--- src/hdl/clamp_median_weighted_mean_core_assert.svh ---
// Assertion macros shared by the clamp/median/weighted-mean core.
`ifndef CLAMP_MEDIAN_WEIGHTED_MEAN_CORE_ASSERT_SVH
`define CLAMP_MEDIAN_WEIGHTED_MEAN_CORE_ASSERT_SVH

// Same-cycle implication: when cond holds, expr must hold on that edge.
`define CMWM_ASSERT_SAME(name, clk, rst_n, cond, expr) \
    name: assert property (@(posedge clk) disable iff (!rst_n) (cond) |-> (expr)) \
        else $error("same-cycle check failed");

// Next-cycle implication: when cond holds, expr must hold on the next edge.
`define CMWM_ASSERT_NEXT(name, clk, rst_n, cond, expr) \
    name: assert property (@(posedge clk) disable iff (!rst_n) (cond) |=> (expr)) \
        else $error("next-cycle check failed");

`endif

--- src/hdl/cmwm_pkg.sv ---
// Shared constants, weight tables and control structs of the clamp/median/mean core.
package cmwm_pkg;

    localparam int WINDOW_LEN      = 5;
    localparam int SAMPLE_BITS_DEF = 16;
    localparam int CNT_W           = 3;
    localparam int WEIGHT_W        = 7;
    localparam int CFG_IDX_W       = 1;

    localparam logic [CFG_IDX_W-1:0] REG_CLAMP_LOW  = 1'b0;
    localparam logic [CFG_IDX_W-1:0] REG_CLAMP_HIGH = 1'b1;

    typedef struct packed {
        logic             load;
        logic [CNT_W-1:0] count;
    } scan_ctl_t;

    typedef struct packed {
        logic mac_done;
        logic rank_done;
    } scan_stat_t;

    typedef struct packed {
        logic busy;
        logic done;
    } div_stat_t;

    // Weight of the sample at a given age, newest first.
    function automatic logic [WEIGHT_W-1:0] weight_of(input logic [CNT_W-1:0] pos);
        logic [WEIGHT_W-1:0] w;
        case (pos)
            3'd0:    w = 7'd40;
            3'd1:    w = 7'd30;
            3'd2:    w = 7'd15;
            3'd3:    w = 7'd10;
            3'd4:    w = 7'd5;
            default: w = 7'd0;
        endcase
        return w;
    endfunction

    // Sum of the weights of the newest n samples.
    function automatic logic [WEIGHT_W-1:0] total_weight(input logic [CNT_W-1:0] n);
        logic [WEIGHT_W-1:0] t;
        case (n)
            3'd1:    t = 7'd40;
            3'd2:    t = 7'd70;
            3'd3:    t = 7'd85;
            3'd4:    t = 7'd95;
            default: t = 7'd100;
        endcase
        return t;
    endfunction

endpackage

--- src/hdl/clamp_median_weighted_mean_core.sv ---
// Top level of the clamp, running median and weighted moving average core.
//
//  Channel   Direction  Handshake            Payload
//  s_*       in         s_tvalid / s_tready  s_tdata: raw_sample
//  m_*       out        m_tvalid / m_tready  m_tdata: clamped, median, mean_q8, fill
//  cfg_*     in         cfg_wr_en only       cfg_index, cfg_wr_data
//
//  m_tvalid rises once the rank scan and the bit-serial divider have both finished; the
//  divider runs one quotient bit a cycle over SAMPLE_BITS + 14 bits, and the rank scan
//  for the median overlaps the divide. A new request is taken only after the last
//  result has moved to the output register.
//  aresetn is synchronous, active low; it clears the window and fill count and resets the limits.
//  s_tready is high only while idle; a stalled m_tready holds the result register,
//  and the next request is still taken while a result waits.
`include "clamp_median_weighted_mean_core_assert.svh"

module clamp_median_weighted_mean_core
    import cmwm_pkg::*;
#(
    parameter int SAMPLE_BITS = SAMPLE_BITS_DEF,
    localparam int S_TDATA_W  = ((SAMPLE_BITS + 7) / 8) * 8,
    localparam int M_FIELDS_W = 3 * SAMPLE_BITS + 8 + CNT_W,
    localparam int M_TDATA_W  = ((M_FIELDS_W + 7) / 8) * 8,
    localparam int ACC_W      = SAMPLE_BITS + 7,
    localparam int MEAN_W     = SAMPLE_BITS + 8
) (
    input  logic                   aclk,
    input  logic                   aresetn,
    // configuration writes
    input  logic                   cfg_wr_en,
    input  logic [CFG_IDX_W-1:0]   cfg_index,
    input  logic [SAMPLE_BITS-1:0] cfg_wr_data,
    // sample requests
    input  logic                   s_tvalid,
    output logic                   s_tready,
    input  logic [S_TDATA_W-1:0]   s_tdata,   // raw_sample
    // results
    output logic                   m_tvalid,
    input  logic                   m_tready,
    output logic [M_TDATA_W-1:0]   m_tdata    // clamped_sample, median_value,
                                              // weighted_mean_q8, fill_count
);

    typedef enum logic [3:0] {
        ST_IDLE = 4'b0001,
        ST_LOAD = 4'b0010,
        ST_RUN  = 4'b0100,
        ST_DONE = 4'b1000
    } state_t;

    state_t state_reg, state_next;

    logic signed [SAMPLE_BITS-1:0]          clamp_low_reg, clamp_high_reg;
    logic [WINDOW_LEN-1:0][SAMPLE_BITS-1:0] ring_reg, ring_next;
    logic [CNT_W-1:0]                       fill_reg, fill_next;
    logic signed [SAMPLE_BITS-1:0]          clamped_reg;

    logic                                   m_tvalid_reg;
    logic signed [SAMPLE_BITS-1:0]          m_clamped_reg, m_median_reg;
    logic signed [MEAN_W-1:0]               m_mean_reg;
    logic [CNT_W-1:0]                       m_fill_reg;

    logic signed [SAMPLE_BITS-1:0]          raw, clamp_val;
    logic                                   accept, out_free;

    scan_ctl_t                              scan_ctl;
    scan_stat_t                             scan_stat;
    div_stat_t                              div_stat;
    logic signed [ACC_W-1:0]                acc;
    logic signed [SAMPLE_BITS-1:0]          median;
    logic signed [MEAN_W-1:0]               quotient;

    // Clamp: test the low limit first, then the high limit.
    always_comb begin
        raw = $signed(s_tdata[SAMPLE_BITS-1:0]);
        if (raw < clamp_low_reg) begin
            clamp_val = clamp_low_reg;
        end else if (raw > clamp_high_reg) begin
            clamp_val = clamp_high_reg;
        end else begin
            clamp_val = raw;
        end
    end

    assign s_tready = state_reg == ST_IDLE;
    assign accept   = s_tvalid && s_tready;
    assign out_free = !m_tvalid_reg || m_tready;

    // Window as a shift line, newest sample in place zero.
    always_comb begin
        ring_next[0] = clamp_val;
        for (int k = 1; k < WINDOW_LEN; k++) begin
            ring_next[k] = ring_reg[k-1];
        end
        fill_next = (fill_reg == CNT_W'(WINDOW_LEN)) ? fill_reg : fill_reg + 1'b1;
    end

    // Sequencer: load the scanner (the scanner starts the divide when the sum is ready),
    // wait for both units, then hand the result to the output register.
    always_comb begin
        state_next = state_reg;
        case (state_reg)
            ST_IDLE: begin
                if (accept) begin
                    state_next = ST_LOAD;
                end
            end
            ST_LOAD: begin
                state_next = ST_RUN;
            end
            ST_RUN: begin
                if (scan_stat.rank_done && div_stat.done) begin
                    state_next = ST_DONE;
                end
            end
            ST_DONE: begin
                if (out_free) begin
                    state_next = ST_IDLE;
                end
            end
            default: begin
                state_next = ST_IDLE;
            end
        endcase
    end

    always_ff @(posedge aclk) begin
        if (!aresetn) begin
            state_reg      <= ST_IDLE;
            clamp_low_reg  <= {1'b1, {(SAMPLE_BITS-1){1'b0}}};
            clamp_high_reg <= {1'b0, {(SAMPLE_BITS-1){1'b1}}};
            ring_reg       <= '0;
            fill_reg       <= '0;
            m_tvalid_reg   <= 1'b0;
        end else begin
            state_reg <= state_next;
            if (cfg_wr_en) begin
                case (cfg_index)
                    REG_CLAMP_LOW:  clamp_low_reg  <= $signed(cfg_wr_data);
                    REG_CLAMP_HIGH: clamp_high_reg <= $signed(cfg_wr_data);
                    default: ;
                endcase
            end
            if (accept) begin
                ring_reg <= ring_next;
                fill_reg <= fill_next;
            end
            if ((state_reg == ST_DONE) && out_free) begin
                m_tvalid_reg <= 1'b1;
            end else if (m_tready) begin
                m_tvalid_reg <= 1'b0;
            end
        end
    end

    always_ff @(posedge aclk) begin
        if (accept) begin
            clamped_reg <= clamp_val;
        end
        if ((state_reg == ST_DONE) && out_free) begin
            m_clamped_reg <= clamped_reg;
            m_median_reg  <= median;
            m_mean_reg    <= quotient;
            m_fill_reg    <= fill_reg;
        end
    end

    assign scan_ctl.load  = state_reg == ST_LOAD;
    assign scan_ctl.count = fill_reg;

    cmwm_scan #(
        .SAMPLE_BITS (SAMPLE_BITS)
    ) u_scan (
        .aclk    (aclk),
        .aresetn (aresetn),
        .ctl     (scan_ctl),
        .window  (ring_reg),
        .stat    (scan_stat),
        .acc     (acc),
        .median  (median)
    );

    cmwm_divider #(
        .SAMPLE_BITS (SAMPLE_BITS)
    ) u_divider (
        .aclk     (aclk),
        .aresetn  (aresetn),
        .start    (scan_stat.mac_done),
        .dividend (acc),
        .divisor  (total_weight(fill_reg)),
        .stat     (div_stat),
        .quotient (quotient)
    );

    assign m_tvalid = m_tvalid_reg;
    assign m_tdata  = M_TDATA_W'({m_fill_reg, m_mean_reg, m_median_reg, m_clamped_reg});

    // An accepted request moves straight into the load step and drops ready.
    `CMWM_ASSERT_NEXT(a_accept_loads, aclk, aresetn, accept, (state_reg == ST_LOAD) && !s_tready)
    // Both shared units are finished before a result is handed over.
    `CMWM_ASSERT_SAME(a_done_units_idle, aclk, aresetn, state_reg == ST_DONE, scan_stat.rank_done && div_stat.done && !div_stat.busy)
    // A delivered result always reports between one and a full window of samples.
    `CMWM_ASSERT_SAME(a_fill_range, aclk, aresetn, m_tvalid_reg, (m_fill_reg != '0) && (m_fill_reg <= CNT_W'(WINDOW_LEN)))

endmodule

--- src/hdl/cmwm_scan.sv ---
// Window scanner: one compare and one multiply-accumulate reused over rotating copies.
module cmwm_scan
    import cmwm_pkg::*;
#(
    parameter int SAMPLE_BITS = SAMPLE_BITS_DEF,
    localparam int ACC_W = SAMPLE_BITS + 7
) (
    input  logic                                   aclk,
    input  logic                                   aresetn,
    input  scan_ctl_t                              ctl,
    input  logic [WINDOW_LEN-1:0][SAMPLE_BITS-1:0] window,
    output scan_stat_t                             stat,
    output logic signed [ACC_W-1:0]                acc,
    output logic signed [SAMPLE_BITS-1:0]          median
);

    logic [WINDOW_LEN-1:0][SAMPLE_BITS-1:0] inner_reg;
    logic [WINDOW_LEN-1:0][SAMPLE_BITS-1:0] outer_reg;
    logic [CNT_W-1:0]              i_reg, j_reg, lt_reg, count_reg;
    logic                          busy_reg, rank_done_reg, mac_done_reg;
    logic signed [ACC_W-1:0]       acc_reg;
    logic signed [SAMPLE_BITS-1:0] median_reg;

    logic signed [SAMPLE_BITS-1:0] v, cand;
    logic                          j_valid, i_valid, less, last_j, last_i;
    logic [CNT_W-1:0]              lt_sum;
    logic signed [SAMPLE_BITS+7:0] product;

    always_comb begin
        v       = $signed(inner_reg[0]);
        cand    = $signed(outer_reg[0]);
        j_valid = j_reg < count_reg;
        i_valid = i_reg < count_reg;
        // Rank with ties broken by window position.
        less    = j_valid && ((v < cand) || ((v == cand) && (j_reg < i_reg)));
        lt_sum  = lt_reg + {{(CNT_W-1){1'b0}}, less};
        last_j  = j_reg == CNT_W'(WINDOW_LEN - 1);
        last_i  = i_reg == CNT_W'(WINDOW_LEN - 1);
        product = v * $signed({1'b0, weight_of(j_reg)});
    end

    always_ff @(posedge aclk) begin
        if (!aresetn) begin
            busy_reg      <= 1'b0;
            rank_done_reg <= 1'b0;
            mac_done_reg  <= 1'b0;
            i_reg         <= '0;
            j_reg         <= '0;
            lt_reg        <= '0;
        end else begin
            mac_done_reg <= 1'b0;
            if (ctl.load) begin
                busy_reg      <= 1'b1;
                rank_done_reg <= 1'b0;
                i_reg         <= '0;
                j_reg         <= '0;
                lt_reg        <= '0;
            end else if (busy_reg) begin
                j_reg  <= last_j ? '0 : j_reg + 1'b1;
                lt_reg <= last_j ? '0 : lt_sum;
                if (last_j) begin
                    i_reg <= last_i ? '0 : i_reg + 1'b1;
                    if (i_reg == '0) begin
                        mac_done_reg <= 1'b1;
                    end
                    if (last_i) begin
                        busy_reg      <= 1'b0;
                        rank_done_reg <= 1'b1;
                    end
                end
            end
        end
    end

    always_ff @(posedge aclk) begin
        if (ctl.load) begin
            inner_reg <= window;
            outer_reg <= window;
            acc_reg   <= '0;
            count_reg <= ctl.count;
        end else if (busy_reg) begin
            for (int k = 0; k < WINDOW_LEN; k++) begin
                inner_reg[k] <= inner_reg[(k + 1) % WINDOW_LEN];
            end
            // First pass over the window also accumulates the weighted sum.
            if ((i_reg == '0) && j_valid) begin
                acc_reg <= acc_reg + product[ACC_W-1:0];
            end
            if (last_j) begin
                for (int k = 0; k < WINDOW_LEN; k++) begin
                    outer_reg[k] <= outer_reg[(k + 1) % WINDOW_LEN];
                end
                if (i_valid && (lt_sum == (count_reg >> 1))) begin
                    median_reg <= cand;
                end
            end
        end
    end

    assign stat.mac_done  = mac_done_reg;
    assign stat.rank_done = rank_done_reg;
    assign acc            = acc_reg;
    assign median         = median_reg;

endmodule

--- src/hdl/cmwm_divider.sv ---
// Bit-serial restoring divider for the Q8 weighted mean, truncating toward zero.
module cmwm_divider
    import cmwm_pkg::*;
#(
    parameter int SAMPLE_BITS = SAMPLE_BITS_DEF,
    localparam int ACC_W  = SAMPLE_BITS + 7,
    localparam int NUM_W  = SAMPLE_BITS + 14,
    localparam int QUOT_W = SAMPLE_BITS + 8,
    localparam int STEP_W = $clog2(NUM_W)
) (
    input  logic                     aclk,
    input  logic                     aresetn,
    input  logic                     start,
    input  logic signed [ACC_W-1:0]  dividend,
    input  logic [WEIGHT_W-1:0]      divisor,
    output div_stat_t                stat,
    output logic signed [QUOT_W-1:0] quotient
);

    logic [NUM_W-1:0]    q_reg;
    logic [WEIGHT_W-1:0] rem_reg, div_reg;
    logic                neg_reg, busy_reg, done_reg;
    logic [STEP_W-1:0]   step_reg;

    logic [ACC_W-1:0]    mag;
    logic [WEIGHT_W:0]   trial, diff;
    logic                ge;
    logic [QUOT_W-1:0]   q_mag;

    always_comb begin
        mag   = dividend[ACC_W-1] ? ACC_W'(-dividend) : ACC_W'(dividend);
        trial = {rem_reg, q_reg[NUM_W-1]};
        ge    = trial >= {1'b0, div_reg};
        diff  = trial - {1'b0, div_reg};
        q_mag = q_reg[QUOT_W-1:0];
    end

    always_ff @(posedge aclk) begin
        if (!aresetn) begin
            busy_reg <= 1'b0;
            done_reg <= 1'b0;
            step_reg <= '0;
        end else if (start) begin
            busy_reg <= 1'b1;
            done_reg <= 1'b0;
            step_reg <= '0;
        end else if (busy_reg) begin
            step_reg <= step_reg + 1'b1;
            if (step_reg == STEP_W'(NUM_W - 1)) begin
                busy_reg <= 1'b0;
                done_reg <= 1'b1;
            end
        end
    end

    always_ff @(posedge aclk) begin
        if (start) begin
            // Scale by 256 while loading the magnitude.
            q_reg   <= {mag[ACC_W-2:0], 8'd0};
            rem_reg <= '0;
            div_reg <= divisor;
            neg_reg <= dividend[ACC_W-1];
        end else if (busy_reg) begin
            q_reg   <= {q_reg[NUM_W-2:0], ge};
            rem_reg <= ge ? diff[WEIGHT_W-1:0] : trial[WEIGHT_W-1:0];
        end
    end

    assign stat.busy = busy_reg;
    assign stat.done = done_reg;
    assign quotient  = neg_reg ? -$signed(q_mag) : $signed(q_mag);

endmodule

--- config.mk ---
export PLATFORM = sky130hd
export DESIGN_NAME = clamp_median_weighted_mean_core
export DESIGN_NICKNAME = d
export VERILOG_FILES = /design/src/hdl/cmwm_pkg.sv /design/src/hdl/clamp_median_weighted_mean_core.sv /design/src/hdl/cmwm_scan.sv /design/src/hdl/cmwm_divider.sv
export VERILOG_INCLUDE_DIRS = /design/src /design/src/hdl
export SDC_FILE = /design/constraint.sdc
export NUM_CORES = 1
export LEC_CHECK = 0
export BUFFER_PORTS_ARGS = -buffer_cell sky130_fd_sc_hd__buf_2
export CORE_MARGIN = 10
export CORE_UTILIZATION = 55
export DETAILED_ROUTE_END_ITERATION = 10
export MAX_ROUTING_LAYER = met4
export PLACE_DENSITY = 0.75
export SLEW_MARGIN = 20
export SYNTH_ARGS = -nofsm -noshare
export SYNTH_HDL_FRONTEND = slang
export SYNTH_SLANG_ARGS = --single-unit
--- constraint.sdc ---
create_clock -name aclk -period 7.7 [get_ports aclk]
set_input_delay 1.155 -clock aclk [delete_from_list [all_inputs] [get_ports aclk]]
set_output_delay 1.155 -clock aclk [all_outputs]
set_load 0.1 [all_outputs]
==> run metrics, run 1 <==
register area share after synthesis=49.7%; First DRT Iteration DRCs=1,281; final hold vios=0; Starting Density=55.8%; area grow syn2layout=10.6%; Die X=230 µm; remaining global-route overflow=0; leak pwr=11.3 nW; Worst-Skew Late Latency=0.60 ns; CP arrival=6.51 ns; NetSw=2.38 mW; sw frac=32.5%; synthesis-stage register bit count=459; Antenna Nets Post-Route=0; CTS tree=done; Mapped Area=24,200 µm²; unrepaired setup endpoints after global routing=no; Rows=76; clock skew=0.0257 ns; Placeable Area=43,300 µm²; Bufs on Longest Clock Path=3; Setup crit end kind=register; pwr dens=between 200 and 300 nW/µm²; initial antenna violation count=0; Fmax=165 MHz; worst-margin pin slew=roughly 1.1 ns; routed via count=about 17,000; Slew Limit Fails=0; crit-path most repeated cell=inv_1; Tot GR Track Use=20.2%; # H-tree levels=2; CP Launch Type=register; Filler cells=roughly 3,500; crit path cell chain=inv_1, ha_1, and2_1, a21o_1, nand2_1, nand2_1, fa_1, inv_1, fa_1, inv_1, fa_1, inv_1, fa_1, inv_1, ha_1, a21o_1, a21oi_1, o211a_1, o21ai_0, a31oi_1, xnor2_1, a21oi_1; max-cap viol count=0; largest net degree at the start of global routing=117; clk slew on worst S/H paths=around 0.07 ns; ys async rst share=0%; DIE AREA=roughly 53,000 µm²; Placer Congestion=0.889; CTS resizes=0; Post-synth EDFFs=about 280; Synth Instances=between 2,000 and 2,500; TritonRoute pass-1 iters=5; DR vias/cell=5.45; boundary pin count=104; root buffer cell=clkbuf_16; Avg Inst Size Synth=10.0 µm²; worst relative slew slack=~29%; period utilization=78.7%; CTS buffer count=48; Ys Warns=0; Buffers & Inverters on Critical Path=5; DRC Markers=0; Clk pwr share=31.8%; Max VDD drop=0.000166 V; PortBufs=98; WL/cell=around 17 µm; Final Setup Violations=0; Max stage delay on crit path=about 0.6 ns; min Tclk post-route=6.06 ns; clk sinks=459; synth unique cells=62; Hold Crit Class=register to register; Chip Height=230 µm; power share of the sequential group=40.1%; final std cells w/o fill=between 3,000 and 4,000; diodes inserted=0; delay-heaviest family, CP=adder cells; hold_buf cts=0; status=completed; global-route wire length before repair=85.4 mm; Setup TNS=0 ns; Synth Flop Type=edfxtp_1; Setup Crit Path Kind=register to register; Worst EP required=a little over 8 ns; Worst path slowest cell=fa_1; fin nets=roughly 2,700; Post-Place Cells=3,000; share of layout cells above drive strength 1=8.86%; DP HPWL=36.5 mm; total internal power=roughly 4.9 mW; vias in the first global route=between 15,000 and 20,000; Setup Buffers After CTS=0; Comb pwr share=28.1%; crit path max fanout=26; final wirelength=52.3 mm
[power by group through the flow]
stage	sequential, mW	clock (mW)	combinational (mW)
floorplan	2.96	0	1.61
global placement	2.97	0	1.97
global route	2.95	2.46	2.34
detailed placement	2.98	0	2.04
CTS	2.93	2.36	2.06
finish	2.93	2.32	2.05
[metrics by stage]
| stage | cell area, µm² | setup WS (ns) | hold WS, ns | util [%] | total power, mW |
|---|---|---|---|---|---|
| 3_5_place_dp | 25100 | 1.67 | 0.405 | 58.0 | 5.03 |
| 2_1_floorplan | 24200 | 0.260 | 0.400 | - | 4.56 |
| 6_report | 26700 | 1.64 | 0.416 | 61.8 | 7.31 |
| 4_1_cts | 26700 | 1.66 | 0.415 | 61.8 | 7.35 |
| 3_3_place_gp | 25100 | 1.86 | 0.403 | 58.0 | 4.94 |
| 5_1_grt | 26700 | 1.20 | 0.423 | 61.8 | 7.74 |
[final timing paths]
path / start / endpoint / slack (ns) / depth (start not counted)
worst max-delay path: u_scan.j_reg[0]$_SDFFE_PP0P_ / u_scan.acc[22]$_SDFFE_PP0P_ / 1.64 / 22
worst max register to register: u_scan.j_reg[0]$_SDFFE_PP0P_ / u_scan.acc[22]$_SDFFE_PP0P_ / 1.64 / 22
worst min register to register: clamped_reg[6]$_DFFE_PP_ / m_clamped_reg[6]$_DFFE_PP_ / 0.42 / 0
worst min-delay path: clamped_reg[6]$_DFFE_PP_ / m_clamped_reg[6]$_DFFE_PP_ / 0.42 / 0
[layout make-up]
cell class	count	area (µm²)	share of cell area (%)
Multi-Input combinational cell	1612	10900	40.8
Inverter	231	868	3.25
Clock inverter	25	268	1.00
Tap cell	585	732	2.74
Clock buffer	65	1340	5.00
Sequential cell	459	12000	44.9
Timing Repair Buffer	113	611	2.28
[worst reg2reg max path: cells and delay by family (launching register included)]
kind / cells / cell delay [ns]
AOI/OAI and AO/OA: 7 / 1.36
xor gates and xnor gates: 1 / 0.15
adders and majority gates: 6 / 2.81
buffers and inverters: 5 / 0.38
DFF: 1 / 0.41
and+or+nand+nor: 3 / 0.79
[synth_stat cells, types with 3 or more instances]
cell	number	area, µm²
or2_2	3	18.8
nand3_1	24	120
or4_1	4	30.0
inv_1	231	867
o31ai_1	9	67.6
o31ai_4	3	63.8
ha_1	127	1590
and3_1	7	43.8
nor3b_1	3	22.5
fa_1	89	1780
nand3b_1	3	22.5
nand2_1	666	2500
a211oi_1	10	75.1
a21boi_0	86	646
a21o_1	19	143
o21bai_1	6	45.0
mux2i_1	45	450
edfxtp_1	282	8470
dfxtp_1	177	3540
nor4_1	4	25.0
o41ai_1	5	43.8
o211ai_1	19	143
nor2_1	54	203
nor3_1	9	45.0
buf_4	6	45.0
clkbuf_1	92	345
xor2_1	12	105
nor2b_1	19	119
a31oi_1	5	31.3
o21ai_0	104	521
nand4b_1	3	26.3
mux2_2	7	78.8
nand4_1	11	68.8
buf_1	8	30.0
a21oi_1	62	310
xnor2_1	60	526
or3_1	7	43.8
a22o_1	29	254
or3_4	5	56.3
o21a_1	5	37.5
and2_1	43	269
nand2b_1	17	106
[cells by family after synthesis]
kind of cell | synth area share, %
simple gates | 15.7
flops | 49.7
compound gates | 10.5
buf+inv | 5.35
fa+ha+maj | 13.9
xor+xnor | 2.61
mux | 2.19
other cells | 0.0155
[cells in the final DEF, fill, tap and decap left out, types with 29 or more instances in the layout]
cell	n
a21boi_0	86
inv_1	229
buf_2	98
dfxtp_1	176
a21oi_1	62
edfxtp_1	282
mux2i_1	45
a22o_1	29
o21ai_0	104
and2_1	43
xnor2_1	60
fa_1	89
ha_1	127
nand2_1	664
nor2_1	54
clkbuf_16	49
[layer usage]
metal | part of all wire, % | global-route usage [%] | up-vias
met5 | 0 | - | -
met4 | 3.2 | 7.92 | 0
met3 | 4.6 | 2.87 | 110
met2 | 50 | 34.4 | 431
met1 | 42 | 23.9 | 8143
li1 | - | - | 8146
Power figures use the tool's default switching activity.
==> inputs of run 2 (changes only) <==
--- a/config.mk
+++ b/config.mk
@@ -6,12 +6,13 @@
 export SDC_FILE = /design/constraint.sdc
 export NUM_CORES = 1
 export LEC_CHECK = 0
+export ABC_AREA = 1
 export BUFFER_PORTS_ARGS = -buffer_cell sky130_fd_sc_hd__buf_2
 export CORE_MARGIN = 10
 export CORE_UTILIZATION = 55
 export DETAILED_ROUTE_END_ITERATION = 10
 export MAX_ROUTING_LAYER = met4
-export PLACE_DENSITY = 0.75
+export PLACE_DENSITY = 0.72
 export SLEW_MARGIN = 20
 export SYNTH_ARGS = -nofsm -noshare
 export SYNTH_HDL_FRONTEND = slang
==> constraint.sdc (replaced) <==
create_clock -name aclk -period 5.7 [get_ports aclk]
set_input_delay 0.855 -clock aclk [delete_from_list [all_inputs] [get_ports aclk]]
set_output_delay 0.855 -clock aclk [all_outputs]
set_load 0.1 [all_outputs]
==> run metrics, run 2 <==
area grow syn2layout=10.5%; DR vias/cell=between 5 and 6; Synth Flop Type=edfxtp_1; DRC Markers=0; Clk pwr share=26.9%; final wirelength=between 50 and 60 mm; Setup crit end kind=register; Max VDD drop=0.000253 V; Starting Density=55.7%; Tot GR Track Use=a little under a quarter; ys async rst share=0%; leading post-synthesis cells by cell area=edfxtp_1, dfxtp_1, nand2_1; clk sinks=459; Fmax=approximately 190 MHz; Comb pwr share=37.1%; Hold WS=~0.42 ns; sw frac=38.6%; commonest cells after routing, fill and taps aside=nand2_1, inv_1, edfxtp_1; Setup TNS=0 ns; leak pwr=around 12 nW; Reg-to-Reg End=u_scan.acc[20]$_SDFFE_PP0P_; Buffers & Inverters on Critical Path=8; Mapped Area=24,700 µm²; vias in the first global route=18,400; power share of the sequential group=36.0%; global-route wire length before repair=96.1 mm; r2r worst-path depth=24; Worst Hold End=m_median_reg[0]$_DFFE_PP_; pwr dens=420 nW/µm²; register area share after synthesis=48.7%; Chip Height=between 200 and 250 µm; boundary pin count=104; Ys Warns=0; CP Launch Type=register; total internal power=between 7 and 8 mW; Synth Instances=2,709; PortBufs=98; worst-margin pin slew=approximately 1.1 ns; clock skew=approximately 0.014 ns; Worst EP required=6.23 ns; Antenna Nets Post-Route=0; Placeable Area=44,300 µm²; hold_buf cts=0; Placer Congestion=0.983; fin nets=roughly 3,000; Synth top cells by count=nand2_1, inv_1, edfxtp_1; DIE AREA=53,700 µm²; Max stage delay on crit path=between 0.6 and 0.7 ns; Worst-Skew Late Latency=0.59 ns; overall power=11.5 mW; status=completed; diodes inserted=0; # H-tree levels=2; Worst path slowest cell=fa_1; largest net degree at the start of global routing=approximately 120; delay-heaviest family, CP=adder cells; area share of the largest cell type after synthesis=34.3%; CTS tree=done; share of layout cells above drive strength 1=a little over 10%; Avg Inst Size Synth=9.11 µm²; reg2reg start=u_scan.j_reg[1]$_SDFFE_PP0P_; synthesis-stage register bit count=459; DP HPWL=42.6 mm; Slew Limit Fails=0; final hold vios=0; Die X=232 µm; crit-path most repeated cell=inv_1; Hold Crit Class=register to register; First DRT Iteration DRCs=1,378; period utilization=92.8%; Setup Crit Path Kind=register to register; crit path max fanout=6; remaining global-route overflow=0; worst relative slew slack=26.7%; TritonRoute pass-1 iters=6; Rows=77; Bufs on Longest Clock Path=3; crit path cell chain=inv_1, ha_1, inv_1, nor2_2, nor3_4, nor2_1, inv_1, nand2_1, fa_1, inv_1, fa_1, inv_1, fa_1, inv_1, fa_1, inv_1, ha_1, nand2_1, nor4_2, nand4_1, nand3_1, xor2_1, o21ai_1, inv_1; initial antenna violation count=2; Post-synth EDFFs=approximately 280; NetSw=roughly 4.4 mW; area leader, netlist=edfxtp_1; reg2reg setup slack=0.41 ns; min Tclk post-route=5.29 ns; WL/cell=between 15 and 20 µm; CP arrival=5.82 ns; clk slew on worst S/H paths=roughly 0.060 ns; hold_sp=u_scan.median[0]$_DFFE_PP_; synth unique cells=56; Final Setup Violations=0; CTS buffer count=47; hold path depth=0; root buffer cell=clkbuf_16; most common cell in the synthesized netlist=nand2_1; most common cell after layout, fill and taps aside=nand2_1; max-cap viol count=0; routed via count=18,300
## run 2: cell families after synthesis
logic type                 after synthesis  synth area share [%]
DFF                                    459                  48.7
AOI/OAI and AO/OA                      408                  9.15
and+or+nand+nor                       1085                  19.0
adders and majority gates              216                  13.7
buffers and inverters                  493                  7.86
xor gates and xnor gates                47                  1.67
other                                    1                0.0152
## run 2: area by class of cell
type | count | area (µm²)
clock inverters | 21 | 229
repair buffers | 121 | 678
clock buffers | 65 | 1290
fillers | 3758 | 17000
well taps | 592 | 741
inverters | 395 | 1490
flip-flops and latches | 459 | 12000
multi-input cells | 1761 | 10800
## run 2: worst max path at each step
| stage | end | cells past startpoint | startpoint |
|---|---|---|---|
| after floorplan | u_scan.acc[20]$_SDFFE_PP0P_ | 24 | u_scan.j_reg[0]$_SDFFE_PP0P_ |
| after global placement | u_scan.acc[20]$_SDFFE_PP0P_ | 24 | u_scan.j_reg[0]$_SDFFE_PP0P_ |
| after detailed placement | u_scan.acc[20]$_SDFFE_PP0P_ | 24 | u_scan.j_reg[0]$_SDFFE_PP0P_ |
| after CTS | u_scan.acc[20]$_SDFFE_PP0P_ | 24 | u_scan.j_reg[1]$_SDFFE_PP0P_ |
| after global routing | u_scan.acc[20]$_SDFFE_PP0P_ | 24 | u_scan.j_reg[1]$_SDFFE_PP0P_ |
| final | u_scan.acc[20]$_SDFFE_PP0P_ | 24 | u_scan.j_reg[1]$_SDFFE_PP0P_ |
## run 2: per-stage QoR
step	utilization [%]	std cells	cell area (µm²)	setup slack, ns
2_1_floorplan	-	2713	24700	0.645
3_3_place_gp	58.0	3327	25700	0.183
3_5_place_dp	58.0	3327	25700	0.0618
4_1_cts	61.4	3413	27200	0.0327
5_1_grt	61.5	3414	27300	-0.0139
6_report	61.5	3414	27300	0.410
## run 2: per-layer routing
layer	wire, µm	vias to the layer above	global-route usage [%]	share of wire (%)
met5	0	-	-	0
met4	2110	0	8.80	3.5
met3	3320	133	3.54	5.6
met2	28800	511	37.3	48
met1	25500	8765	28.4	43
li1	-	8906	-	-
## run 2: what timing repair did
action / 4_1_cts / 5_1_grt
endpoints found under the setup margin: 0 / 16
setup buffers: 0 / 1
gates resized for setup: 0 / 13
## run 2: worst register-to-register path, stage by stage, from the launching register on
cell and delay, ns:
dfxtp_2 0.38, inv_1 0.08, ha_1 0.18, inv_1 0.06
nor2_2 0.06, nor3_4 0.22, nor2_1 0.09, inv_1 0.08
nand2_1 0.07, fa_1 0.62, inv_1 0.12, fa_1 0.54
inv_1 0.06, fa_1 0.53, inv_1 0.06, fa_1 0.53
inv_1 0.04, ha_1 0.38, nand2_1 0.18, nor4_2 0.37
nand4_1 0.14, nand3_1 0.15, xor2_1 0.17, o21ai_1 0.07
inv_1 0.06
## run 2: power by group through the flow
stage / logic (mW) / registers [mW] / clock network (mW)
finish: 4.25 / 4.13 / 3.08
global placement: 4.11 / 4.18 / 0
floorplan: 2.98 / 4.18 / 0
global route: 4.83 / 4.16 / 3.24
detailed placement: 4.16 / 4.19 / 0
CTS: 4.18 / 4.12 / 3.12
